**src/design/qph_pkg.sv**
```systemverilog
`timescale 1ns / 1ps

package qph_pkg;

   localparam int SLOT_COUNT_DEFAULT = 7;

   localparam int KEY_W       = 31;
   localparam int VALUE_W     = 32;
   localparam int STATUS_W    = 2;
   localparam int SLOT_OUT_W  = 3;
   localparam int PROBE_OUT_W = 3;

   // home slot reduction: key bits consumed per step and steps per key
   localparam int HOME_BITS_PER_STEP = 8;
   localparam int HOME_STEPS         = (KEY_W + HOME_BITS_PER_STEP - 1) / HOME_BITS_PER_STEP;
   localparam int HOME_BITS          = HOME_STEPS * HOME_BITS_PER_STEP;
   localparam int HOME_STEP_W        = (HOME_STEPS > 1) ? $clog2(HOME_STEPS) : 1;

   localparam logic CMD_INSERT = 1'b0;
   localparam logic CMD_FIND   = 1'b1;

   localparam logic [STATUS_W-1:0] ST_INSERTED = 2'd0;
   localparam logic [STATUS_W-1:0] ST_FULL     = 2'd1;
   localparam logic [STATUS_W-1:0] ST_FOUND    = 2'd2;
   localparam logic [STATUS_W-1:0] ST_MISSING  = 2'd3;

   typedef struct packed {
      logic                      cmd;
      logic [KEY_W-1:0]          key;
      logic signed [VALUE_W-1:0] value;
   } req_type;

   typedef struct packed {
      logic [STATUS_W-1:0]       status;
      logic [SLOT_OUT_W-1:0]     slot_index;
      logic [PROBE_OUT_W-1:0]    probe_count;
      logic signed [VALUE_W-1:0] found_value;
   } rsp_type;

   typedef struct packed {
      logic                      occupied;
      logic [KEY_W-1:0]          key;
      logic signed [VALUE_W-1:0] value;
   } slot_type;

endpackage

```
**src/design/qph_home_unit.sv**
```systemverilog
`timescale 1ns / 1ps

module qph_home_unit #(
   parameter int SLOT_COUNT = qph_pkg::SLOT_COUNT_DEFAULT
) (
   input  logic                          clock,
   input  logic                          reset,
   input  logic                          start,
   input  logic [qph_pkg::KEY_W-1:0]     key,
   output logic                          done,
   output logic [$clog2(SLOT_COUNT)-1:0] home
);

   localparam int IDX_W = $clog2(SLOT_COUNT);
   localparam logic [IDX_W:0] N_EXT = (IDX_W+1)'(SLOT_COUNT);

   logic [qph_pkg::HOME_BITS-1:0]   sh_ff, sh_in;
   logic [IDX_W-1:0]                r_ff, r_in;
   logic [qph_pkg::HOME_STEP_W-1:0] step_ff, step_in;
   logic                            active_ff, active_in;
   logic                            done_ff, done_in;

   // remainder so far, shifted left one key bit at a time, reduced by one subtract
   always_comb begin
      logic [IDX_W:0]   t;
      logic [IDX_W-1:0] r;
      r = r_ff;
      for (int j = 0; j < qph_pkg::HOME_BITS_PER_STEP; j++) begin
         t = {r, sh_ff[qph_pkg::HOME_BITS-1-j]};
         if (t >= N_EXT) begin
            t = t - N_EXT;
         end
         r = t[IDX_W-1:0];
      end

      sh_in     = sh_ff;
      r_in      = r_ff;
      step_in   = step_ff;
      active_in = active_ff;
      done_in   = done_ff;
      if (start) begin
         sh_in     = qph_pkg::HOME_BITS'(key);
         r_in      = '0;
         step_in   = '0;
         active_in = 1'b1;
         done_in   = 1'b0;
      end else if (active_ff) begin
         sh_in   = sh_ff << qph_pkg::HOME_BITS_PER_STEP;
         r_in    = r;
         step_in = step_ff + 1'b1;
         if (step_ff == qph_pkg::HOME_STEP_W'(qph_pkg::HOME_STEPS-1)) begin
            active_in = 1'b0;
            done_in   = 1'b1;
         end
      end
   end

   always_ff @(posedge clock) begin
      sh_ff   <= sh_in;
      r_ff    <= r_in;
      step_ff <= step_in;
      if (reset) begin
         active_ff <= 1'b0;
         done_ff   <= 1'b0;
      end else begin
         active_ff <= active_in;
         done_ff   <= done_in;
      end
   end

   assign done = done_ff;
   assign home = r_ff;

endmodule

```
**src/design/qph_slot_ram.sv**
```systemverilog
`timescale 1ns / 1ps

module qph_slot_ram #(
   parameter int SLOT_COUNT = qph_pkg::SLOT_COUNT_DEFAULT
) (
   input  logic                          clock,
   input  logic                          wr_en,
   input  logic [$clog2(SLOT_COUNT)-1:0] wr_addr,
   input  qph_pkg::slot_type             wr_data,
   input  logic                          rd_en,
   input  logic [$clog2(SLOT_COUNT)-1:0] rd_addr,
   output qph_pkg::slot_type             rd_data
);

   qph_pkg::slot_type mem [SLOT_COUNT];
   qph_pkg::slot_type rd_data_ff;

   always_ff @(posedge clock) begin
      if (wr_en) begin
         mem[wr_addr] <= wr_data;
      end
      if (rd_en) begin
         rd_data_ff <= mem[rd_addr];
      end
   end

   assign rd_data = rd_data_ff;

endmodule

```
**src/design/quadratic_probe_hash_table_top.sv**
```systemverilog
`timescale 1ns / 1ps
// An accepted start runs home slot reduction and one slot read, then one probe per cycle until
// the rsp_valid strobe; slots probed per request range over 1..SLOT_COUNT.
// A new request is accepted only while idle; busy stays high until the result strobe.
// Reset: synchronous, active high; a clearing pass then empties every slot, with busy high
// throughout. The receiver cannot stall, so results never wait.
module quadratic_probe_hash_table_top #(
   parameter int SLOT_COUNT = qph_pkg::SLOT_COUNT_DEFAULT
) (
   input  logic             clock,
   input  logic             reset,
   input  logic             start,
   output logic             busy,
   input  qph_pkg::req_type req_data,
   output logic             rsp_valid,
   output qph_pkg::rsp_type rsp_data
);

   localparam int IDX_W = $clog2(SLOT_COUNT);
   localparam int CNT_W = $clog2(SLOT_COUNT + 1);
   localparam logic [IDX_W:0] N_EXT = (IDX_W+1)'(SLOT_COUNT);

   localparam int SLOT_OUT_PAD  = qph_pkg::SLOT_OUT_W;
   localparam int PROBE_OUT_PAD = qph_pkg::PROBE_OUT_W;

   localparam logic [1:0] S_CLEAR = 2'd0;
   localparam logic [1:0] S_IDLE  = 2'd1;
   localparam logic [1:0] S_HOME  = 2'd2;
   localparam logic [1:0] S_CHECK = 2'd3;

   logic [1:0]       state_ff, state_in;
   logic [IDX_W-1:0] clr_ff, clr_in;
   logic [IDX_W-1:0] slot_ff, slot_in;
   logic [IDX_W-1:0] inc_ff, inc_in;
   logic [CNT_W-1:0] cnt_ff, cnt_in;
   qph_pkg::req_type req_ff, req_in;
   logic             rsp_valid_ff, rsp_valid_in;
   qph_pkg::rsp_type rsp_ff, rsp_in;

   logic              home_done;
   logic [IDX_W-1:0]  home;
   logic              accept;
   logic              wr_en;
   logic [IDX_W-1:0]  wr_addr;
   qph_pkg::slot_type wr_data;
   logic              rd_en;
   logic [IDX_W-1:0]  rd_addr;
   qph_pkg::slot_type rd_data;

   logic [IDX_W:0]         next_slot_sum;
   logic [IDX_W:0]         next_inc_sum;
   logic [IDX_W-1:0]       next_slot;
   logic [IDX_W-1:0]       next_inc;
   logic [IDX_W+SLOT_OUT_PAD-1:0] slot_ext;
   logic [CNT_W+PROBE_OUT_PAD-1:0] cnt_ext;
   logic                   last_probe;

   assign accept = start && !busy;

   qph_home_unit #(
      .SLOT_COUNT(SLOT_COUNT)
   ) u_home (
      .clock(clock),
      .reset(reset),
      .start(accept),
      .key  (req_data.key),
      .done (home_done),
      .home (home)
   );

   qph_slot_ram #(
      .SLOT_COUNT(SLOT_COUNT)
   ) u_ram (
      .clock  (clock),
      .wr_en  (wr_en),
      .wr_addr(wr_addr),
      .wr_data(wr_data),
      .rd_en  (rd_en),
      .rd_addr(rd_addr),
      .rd_data(rd_data)
   );

   // step the probe incrementally: offset p*p grows by 2p+1, all kept mod SLOT_COUNT
   always_comb begin
      next_slot_sum = {1'b0, slot_ff} + {1'b0, inc_ff};
      if (next_slot_sum >= N_EXT) begin
         next_slot_sum = next_slot_sum - N_EXT;
      end
      next_inc_sum = {1'b0, inc_ff} + (IDX_W+1)'(2);
      if (next_inc_sum >= N_EXT) begin
         next_inc_sum = next_inc_sum - N_EXT;
      end
   end

   assign next_slot  = next_slot_sum[IDX_W-1:0];
   assign next_inc   = next_inc_sum[IDX_W-1:0];
   assign slot_ext   = {{SLOT_OUT_PAD{1'b0}}, slot_ff};
   assign cnt_ext    = {{PROBE_OUT_PAD{1'b0}}, cnt_ff};
   assign last_probe = (cnt_ff == CNT_W'(SLOT_COUNT));

   always_comb begin
      state_in     = state_ff;
      clr_in       = clr_ff;
      slot_in      = slot_ff;
      inc_in       = inc_ff;
      cnt_in       = cnt_ff;
      req_in       = req_ff;
      rsp_valid_in = 1'b0;
      rsp_in       = rsp_ff;
      wr_en        = 1'b0;
      wr_addr      = slot_ff;
      wr_data      = '{occupied: 1'b1, key: req_ff.key, value: req_ff.value};
      rd_en        = 1'b0;
      rd_addr      = next_slot;

      unique case (state_ff)
         S_CLEAR: begin
            wr_en            = 1'b1;
            wr_addr          = clr_ff;
            wr_data.occupied = 1'b0;
            clr_in           = clr_ff + 1'b1;
            if (clr_ff == IDX_W'(SLOT_COUNT - 1)) begin
               state_in = S_IDLE;
            end
         end
         S_IDLE: begin
            if (accept) begin
               req_in   = req_data;
               state_in = S_HOME;
            end
         end
         S_HOME: begin
            if (home_done) begin
               rd_en    = 1'b1;
               rd_addr  = home;
               slot_in  = home;
               inc_in   = IDX_W'(1);
               cnt_in   = CNT_W'(1);
               state_in = S_CHECK;
            end
         end
         S_CHECK: begin
            rsp_in.slot_index  = '0;
            rsp_in.probe_count = cnt_ext[qph_pkg::PROBE_OUT_W-1:0];
            rsp_in.found_value = '0;
            rsp_in.status      = qph_pkg::ST_MISSING;
            priority if (!rd_data.occupied) begin
               rsp_valid_in = 1'b1;
               state_in     = S_IDLE;
               if (req_ff.cmd == qph_pkg::CMD_INSERT) begin
                  wr_en             = 1'b1;
                  rsp_in.status     = qph_pkg::ST_INSERTED;
                  rsp_in.slot_index = slot_ext[qph_pkg::SLOT_OUT_W-1:0];
               end
            end else if (req_ff.cmd == qph_pkg::CMD_FIND && rd_data.key == req_ff.key) begin
               rsp_valid_in       = 1'b1;
               state_in           = S_IDLE;
               rsp_in.status      = qph_pkg::ST_FOUND;
               rsp_in.slot_index  = slot_ext[qph_pkg::SLOT_OUT_W-1:0];
               rsp_in.found_value = rd_data.value;
            end else if (last_probe) begin
               rsp_valid_in = 1'b1;
               state_in     = S_IDLE;
               if (req_ff.cmd == qph_pkg::CMD_INSERT) begin
                  rsp_in.status = qph_pkg::ST_FULL;
               end
            end else begin
               // advance: fetch the next slot while this one is being checked
               rd_en   = 1'b1;
               rd_addr = next_slot;
               slot_in = next_slot;
               inc_in  = next_inc;
               cnt_in  = cnt_ff + 1'b1;
            end
         end
         default: begin
            state_in = S_IDLE;
         end
      endcase
   end

   always_ff @(posedge clock) begin
      slot_ff <= slot_in;
      inc_ff  <= inc_in;
      cnt_ff  <= cnt_in;
      req_ff  <= req_in;
      rsp_ff  <= rsp_in;
      if (reset) begin
         state_ff     <= S_CLEAR;
         clr_ff       <= '0;
         rsp_valid_ff <= 1'b0;
      end else begin
         state_ff     <= state_in;
         clr_ff       <= clr_in;
         rsp_valid_ff <= rsp_valid_in;
      end
   end

   assign busy      = (state_ff != S_IDLE);
   assign rsp_valid = rsp_valid_ff;
   assign rsp_data  = rsp_ff;

   a_rsp_in_idle: assert property (@(posedge clock) disable iff (reset)
      rsp_valid_ff |-> state_ff == S_IDLE)
      else $error("result strobe outside idle");

   a_accept_home: assert property (@(posedge clock) disable iff (reset)
      accept |=> state_ff == S_HOME && !home_done)
      else $error("accepted beat did not start home reduction");

   a_cnt_range: assert property (@(posedge clock) disable iff (reset)
      state_ff == S_CHECK |-> cnt_ff != '0 && cnt_ff <= CNT_W'(SLOT_COUNT))
      else $error("probe count out of range");

   a_slot_range: assert property (@(posedge clock) disable iff (reset)
      state_ff == S_CHECK |-> {1'b0, slot_ff} < N_EXT && {1'b0, inc_ff} < N_EXT)
      else $error("probe slot or step out of range");

   a_value_zero: assert property (@(posedge clock) disable iff (reset)
      rsp_valid_ff && rsp_ff.status != qph_pkg::ST_FOUND |-> rsp_ff.found_value == '0)
      else $error("value reported without a hit");

endmodule
```
**config.mk**
```make
export PLATFORM = sky130hd
export DESIGN_NAME = quadratic_probe_hash_table_top
export DESIGN_NICKNAME = d
export VERILOG_FILES = /design/src/design/qph_pkg.sv /design/src/design/qph_home_unit.sv /design/src/design/qph_slot_ram.sv /design/src/design/quadratic_probe_hash_table_top.sv
export SDC_FILE = /design/constraint.sdc
export NUM_CORES = 1
export LEC_CHECK = 0
export BUFFER_PORTS_ARGS = -buffer_cell sky130_fd_sc_hd__buf_2
export CAP_MARGIN = 25
export CORE_MARGIN = 1.5
export CORE_UTILIZATION = 40
export CTS_CLUSTER_DIAMETER = 60
export DETAILED_ROUTE_END_ITERATION = 8
export PLACE_DENSITY = 0.61
export SLEW_MARGIN = 20
export SYNTH_ARGS = -nofsm -noshare
export SYNTH_HDL_FRONTEND = slang
export SYNTH_SLANG_ARGS = --single-unit
```
**constraint.sdc**
```tcl
create_clock -name clock -period 11.5 [get_ports clock]
set_input_delay 0.575 -clock clock [delete_from_list [all_inputs] [get_ports clock]]
set_output_delay 0.575 -clock clock [all_outputs]
set_load 0.005 [all_outputs]
```
Word level (Yosys, flattened, before mapping)
Memory sizes are Yosys's and may differ from the RTL's. A register that Yosys moved wholly into a read port is not among the register bits.
Cells that the tools add are included.
W data, S select, Z words.
{ "word_totals": {"regBits": 158, "out_inout_bits": 42, "wordCells": 133, "in_bits": 67, "mem_bits_rw": 448, "mem_count": 1} }
{ "memory_table": {"columns": ["name", "depth", "word_bits", "read_ports", "rd_ports_with_merged_regs", "write_ports", "line", "text"], "rows": [
  ["u_ram.mem", 7, 64, 1, 1, 1, "qph_slot_ram.sv:15", "qph_pkg::slot_type mem [SLOT_COUNT];"]
]} }
{ "op_classes": {"n_mux": 59, "n_eq_ne": 15, "reduce_logical": 13, "addsub": 15, "n_lt_le_gt_ge": 10, "n_bitwise": 1} }
{ "ops": {"columns": ["cell", "count"], "rows": [
  ["$mux W3", 25],
  ["$mux W31", 2],
  ["$ge A4 B3 Y1 const B", 10],
  ["$eq A31 B31 Y1", 1],
  ["$sub A3 B3 Y3 const B", 10],
  ["$mux W2", 9],
  ["$pmux W3 S2", 3],
  ["$mux W1", 15],
  ["$mux W5", 2],
  ["$ne A2 B2 Y1 const B", 4],
  ["$pmux W2 S4", 1],
  ["$add A3 B1 Y3 const B", 2],
  ["$eq A2 B2 Y1 const B", 3],
  ["$eq A3 B3 Y1 const B", 2],
  ["$ne A2 B1 Y1 const B", 3],
  ["$reduce_and A2 Y1", 3],
  ["$reduce_and A5 Y1", 1],
  ["$add A3 B2 Y4 const B", 1],
  ["$add A3 B3 Y4", 1],
  ["$ne A4 B4 Y1 const B", 1],
  ["$pmux W1 S2", 2],
  ["$reduce_and A4 Y1", 1],
  ["$reduce_bool A2 Y1", 2],
  ["$reduce_or A2 Y1", 2],
  ["other kinds (6)", 7]
]} }

Longest topological paths before layout
{ "logic_depth": {"word_depth": 16, "depth_mapped": 33, "mapped_depth_nobuf": 33} }

By module
A second synthesis with hierarchy kept.
{ "unflattened": {"cells_unflattened": 1484, "area_unflattened_um2": 27635.3} }
{ "modules_own_cells": {"columns": ["mod", "seq_area_each_um2", "area_each_um2", "instances", "cells_per_inst"], "rows": [
  ["qph_slot_ram", 15374.7, 20220.6, 1, 967],
  ["quadratic_probe_hash_table_top", 3513.4, 4901.0, 1, 303],
  ["qph_home_unit", 1091.0, 2513.7, 1, 214]
]} }

Worst setup path after synthesis
OpenSTA, ideal clock, no wires.
{ "synth_timing": {"path_kind": "flip-flop to flip-flop", "startpoint": "register u_home.r_ff[0], in the netlist u_home.home[0]", "endpoint": "register u_home.r_ff[1], in the netlist u_home.home[1]", "period_less_slack_ns": 7.048, "setup_time_ns": 0.135, "t_required_ns": 11.365, "slack_ns": 4.452, "n_path_buf": 0, "arrival_ns": 6.914, "stages_incl_launch_ff": 34, "cell_sequence": "dfxtp_1 -> ha_1 -> a21oi_1 -> xnor2_1 -> ha_1 -> and2_1 -> or4b_1 -> a21o_1 -> and2_1 -> ha_1 -> a31oi_2 -> xnor2_1 -> ha_1 -> nand2_1 -> nand2_1 -> nor3_1 -> a211o_1 -> xnor2_1 -> ha_1 -> a21oi_1 -> xnor2_1 -> ha_1 -> inv_1 -> a221o_1 -> xnor2_1 -> ha_1 -> a21oi_1 -> xnor2_1 -> ha_1 -> and2_1 -> nor4b_2 -> a311oi_2 -> mux2i_1 -> a21oi_1"} }
{ "synth_via": {"elab_chain_cells": 16, "elab_cells_between_ends": 24, "classes_between": "add/sub (8); order compare (8); mux (8)"} }
{ "synth_lines": {"columns": ["item", "line", "text"], "rows": [
  ["from (decl)", "qph_home_unit.sv:18", "logic [IDX_W-1:0] r_ff, r_in;"],
  ["from (signal assigned)", "qph_home_unit.sv:60", "r_ff <= r_in;"],
  ["$ge A4 B3 Y1 or $sub A3 B3 Y3 (tied branches)", "qph_home_unit.sv:30, qph_home_unit.sv:31", null],
  ["$mux W3 *", "qph_home_unit.sv:30", "if (t >= N_EXT) begin"],
  ["$ge A4 B3 Y1 or $sub A3 B3 Y3 (tied branches)", "qph_home_unit.sv:30, qph_home_unit.sv:31", null],
  ["$mux W3 *", "qph_home_unit.sv:30", null],
  ["$ge A4 B3 Y1 or $sub A3 B3 Y3 (tied branches)", "qph_home_unit.sv:30, qph_home_unit.sv:31", null],
  ["$mux W3 *", "qph_home_unit.sv:30", null],
  ["$ge A4 B3 Y1 or $sub A3 B3 Y3 (tied branches)", "qph_home_unit.sv:30, qph_home_unit.sv:31", null],
  ["$mux W3 *", "qph_home_unit.sv:30", null],
  ["$ge A4 B3 Y1 or $sub A3 B3 Y3 (tied branches)", "qph_home_unit.sv:30, qph_home_unit.sv:31", null],
  ["$mux W3 *", "qph_home_unit.sv:30", null],
  ["$ge A4 B3 Y1 or $sub A3 B3 Y3 (tied branches)", "qph_home_unit.sv:30, qph_home_unit.sv:31", null],
  ["$mux W3 *", "qph_home_unit.sv:30", null],
  ["$ge A4 B3 Y1 or $sub A3 B3 Y3 (tied branches)", "qph_home_unit.sv:30, qph_home_unit.sv:31", null],
  ["$mux W3 *", "qph_home_unit.sv:30", null],
  ["$ge A4 B3 Y1 or $sub A3 B3 Y3 (tied branches)", "qph_home_unit.sv:30, qph_home_unit.sv:31", null],
  ["$mux W3 *", "qph_home_unit.sv:30", null]
]} }
Mark *: on every way between the ends. The rest lies on a longest branch, timed or not.
A chain may end at the register's enable or synchronous reset.

Worst setup path after layout
Ends and elaborated chain as after synthesis.

==> impl_metrics.sql <==
INSERT INTO impl_metrics (metric_group, metric, value, unit) VALUES
('setup_path', 'setup.worst_path.end_class', 'flop', ''),
('cells_and_area', 'area_growth_syn_to_layout', '14.9', '%'),
('power', 'p_leak', '10.0', 'nW'),
('global_routing', 'global_route.usage.met1', '21.6', '%'),
('yosys', 'synth_fp_nets', '1592', ''),
('placement', 'globalplace.congestion', '0.759', ''),
('power', 'power_report.internal_total', '0.00541', 'W'),
('clock_network', 'cts_tree', 'yes', ''),
('floorplanning', 'die-area', '66300', 'µm²'),
('setup_path', 'startpoint_type', 'flop', ''),
('floorplanning', 'die-width', '258', 'µm'),
('global_routing', 'first_global_vias', '13609', ''),
('cells_and_area', 'register_area', '20000', 'µm²'),
('detailed_routing', 'wirelength', '52.8', 'mm'),
('timing', 'timing.hold.ws', '0.148', 'ns'),
('power', 'p_clk_share', '27.5', '%'),
('global_routing', 'top_usage_layer', 'met2', ''),
('clock_network', 'cts_resized', '0', ''),
('detailed_routing', 'drtPass1Iterations', '5', ''),
('global_routing', 'grt.met3_usage', '2.52', '%'),
('timing', 'post-route-period-util', '70.9', '%'),
('setup_path', 'cp.buffers_inverters', '1', ''),
('timing', 'fmax', '123', 'MHz'),
('clock_network', 'max-clock-path-buffers', '3', ''),
('yosys', 'ys_seq_elements', '670', ''),
('timing', 'finalCriticalPeriod', '8.16', 'ns'),
('cells_and_area', 'fillers', '5473', ''),
('power', 'share_seq_of_total_power', '45.4', '%'),
('timing', 'slew_headroom', '37.1', '%'),
('yosys', 'count_of_flip_flops_with_a_built_in_enable_after_synthesis', '656', ''),
('floorplanning', 'starting_density_of_the_core', '40.4', '%'),
('cells_and_area', 'final_core_utilization', '46.4', '%'),
('timing', 'maxSlewViolCount', '0', ''),
('power', 'p_sw', '0.00241', 'W'),
('clock_network', 'htree_num_levels', '3', ''),
('clock_network', 'cts-root-buf', 'clkbuf_16', ''),
('setup_path', 'critical_path_peak_fanout', '8', ''),
('timing', 'grt_setup_unrepaired', 'no', ''),
('yosys', 'synthesis.instances', '1500', ''),
('timing', 'finalHoldViolations', '0', ''),
('clock_network', 'worst_skew_late_latency', '0.60', 'ns'),
('setup_path', 'path_delay_family', 'adder cells', ''),
('worst_hold_path', 'hold_path_class', 'in2reg', ''),
('power', 'comb_power_share', '27.1', '%'),
('timing', 'skew', '0.0189', 'ns'),
('clock_network', 'cts_made_buffers', '70', ''),
('yosys', 'asr_flop_ratio_synth', '0', '%'),
('setup_path', 'critical_path_at', '8.62', 'ns'),
('setup_path', 'critPathSlowestCell', 'or4b_1', ''),
('detailed_routing', 'drt-vias-per-instance', '5.15', ''),
('detailed_routing', 'dr_total_vias', '13125', ''),
('global_routing', 'grt.met2_usage', '27.5', '%'),
('yosys', 'synth_top_flop_cell', 'edfxtp_1', ''),
('yosys', 'sequential_cell_area_fraction_in_the_yosys_report', '77.1', '%'),
('detailed_routing', 'avgRoutedWirePerCell', '20.7', 'µm'),
('global_routing', 'initial_antenna_violation_count', '0', ''),
('timing', 'timing.setup.tns', '0', 'ns'),
('yosys', 'mappedNetlistArea', '25900', 'µm²'),
('outcome', 'status', 'complete, no violations', ''),
('setup_path', 'critical_path.most_common_cell', 'ha_1', ''),
('global_routing', 'grt_pass1_wl', '81.2', 'mm'),
('placement', 'dp_cells', '2420', ''),
('cells_and_area', 'final_cells', '2547', ''),
('setup_path', 'worstSetupPathType', 'reg2reg', ''),
('placement', 'detailedPlacementHpwl', '28.3', 'mm'),
('placement', 'io_buffers', '108', ''),
('global_routing', 'global_route.overflow_total', '0', ''),
('clock_network', 'clkSinkCount', '670', ''),
('timing', 'tightest_slew', '0.944', 'ns'),
('floorplanning', 'die_height', '258', 'µm'),
('power', 'ir_worst_vdd', '0.198', 'mV');
-- synthesized netlist by cell type (11+ instances only) --
master	count	area share [%]
a21oi_1	14	0.27
and2_1	39	0.94
and3_1	11	0.27
buf_1	23	0.33
clkbuf_1	40	0.58
dfxtp_1	14	1.1
edfxtp_1	656	76
ha_1	23	1.1
inv_1	21	0.30
mux2i_1	74	2.9
mux4_2	64	5.6
nand2_1	223	3.2
nor2_1	28	0.41
o21ai_0	134	2.6
xnor2_1	43	1.5
-- state kept, by name, summed over array words and instances (netlist names) --
register	flops
clr_ff	3
cnt_ff	3
inc_ff	3
req_ff	64
rsp_data	40
rsp_valid	1
slot_ff	3
state_ff	2
u_home.active_ff	1
u_home.done	1
u_home.home	3
u_home.sh_ff	32
u_home.step_ff	2
u_ram.mem	448
u_ram.rd_data	64
-- cell families (layout without fill, tap and decap cells) --
| family | count (synthesis) | in the layout | share of synthesized area (%) |
|---|---|---|---|
| adder cells (fa/ha/maj) | 25 | 25 | 1.26 |
| AND/OR/NAND/NOR | 342 | 342 | 5.91 |
| AO/OA/AOI/OAI | 187 | 187 | 4.18 |
| buffers and inverters | 86 | 278 | 1.30 |
| flip-flops | 670 | 670 | 77.1 |
| XOR/XNOR | 45 | 45 | 1.52 |
| multiplexers | 145 | 145 | 8.75 |
-- cell type report --
type / instances / share of cell area (%)
Clock buffer: 91 / 6.22
Clock inverter: 35 / 1.12
Inverter: 21 / 0.273
Multi-Input combinational cell: 744 / 19.2
Sequential cell: 670 / 67.1
Tap cell: 855 / 3.59
Timing Repair Buffer: 131 / 2.56
-- metal layers --
layer	vias to the layer above	wire length, µm	share of wire, %
met5	-	0	0
met4	0	947	1.8
met3	68	2220	4.2
met2	261	26700	50
met1	6773	23000	44
li1	6023	-	-
-- cell usage in the layout, fill, tap and decap left out, types with 3 or more instances in the layout --
cell type / count
nor2_4: 7
edfxtp_1: 656
dfxtp_1: 14
mux2_2: 5
bufinv_16: 4
buf_2: 108
xnor2_1: 43
nor4_1: 3
a211oi_1: 7
nand4_1: 8
ha_1: 22
a31oi_1: 6
and2_1: 39
buf_12: 4
clkbuf_1: 20
a21o_1: 6
nand2b_1: 4
clkbuf_16: 71
nor2_1: 21
o21ai_0: 133
clkinv_1: 16
mux4_2: 64
clkinv_8: 3
a21oi_1: 14
mux2i_1: 72
buf_4: 19
nand3_1: 4
inv_1: 20
nor2b_1: 4
nand2_1: 222
clkinv_2: 6
nor3_1: 6
and3_1: 10
-- worst register-to-register path, delay by kind of cell (launching register included) --
kind / cells / cell delay, ns
AO/OA/AOI/OAI: 8 / 1.71
XOR/XNOR: 6 / 1.55
adder cells (fa/ha/maj): 8 / 2.42
buffers and inverters: 1 / 0.06
flip-flops: 1 / 0.48
multiplexers: 1 / 0.24
AND/OR/NAND/NOR: 9 / 1.58
-- path summary, 6_finish.rpt --
path	to	slack, ns	cells past startpoint	from
setup / recovery	u_home.home[1]	3.34	33	u_home.home[0]
hold / removal	req_ff[18]	0.15	1	req_data[18]
setup reg to reg	u_home.home[1]	3.34	33	u_home.home[0]
hold reg to reg	rsp_data[33]	0.46	0	cnt_ff[1]
-- power groups by stage --
| stage | Sequential [W] | Combinational [W] | Clock, W |
|---|---|---|---|
| 2_1_floorplan | 0.00359 | 0.00154 | 0 |
| 3_3_place_gp | 0.00358 | 0.00205 | 0 |
| 3_5_place_dp | 0.00361 | 0.00215 | 0 |
| 4_1_cts | 0.00356 | 0.00216 | 0.00220 |
| 5_1_grt | 0.00360 | 0.00235 | 0.00229 |
| 6_report | 0.00355 | 0.00212 | 0.00215 |
-- through the flow --
step	instance area (µm²)	power [W]	setup slack [ns]
3_5_place_dp	27600	0.00575	3.43
6_report	29800	0.00782	3.34
5_1_grt	29800	0.00824	2.71
2_1_floorplan	25900	0.00514	4.45
3_3_place_gp	27600	0.00563	3.93
4_1_cts	29800	0.00791	3.36
(Power assumes the default switching activity.)
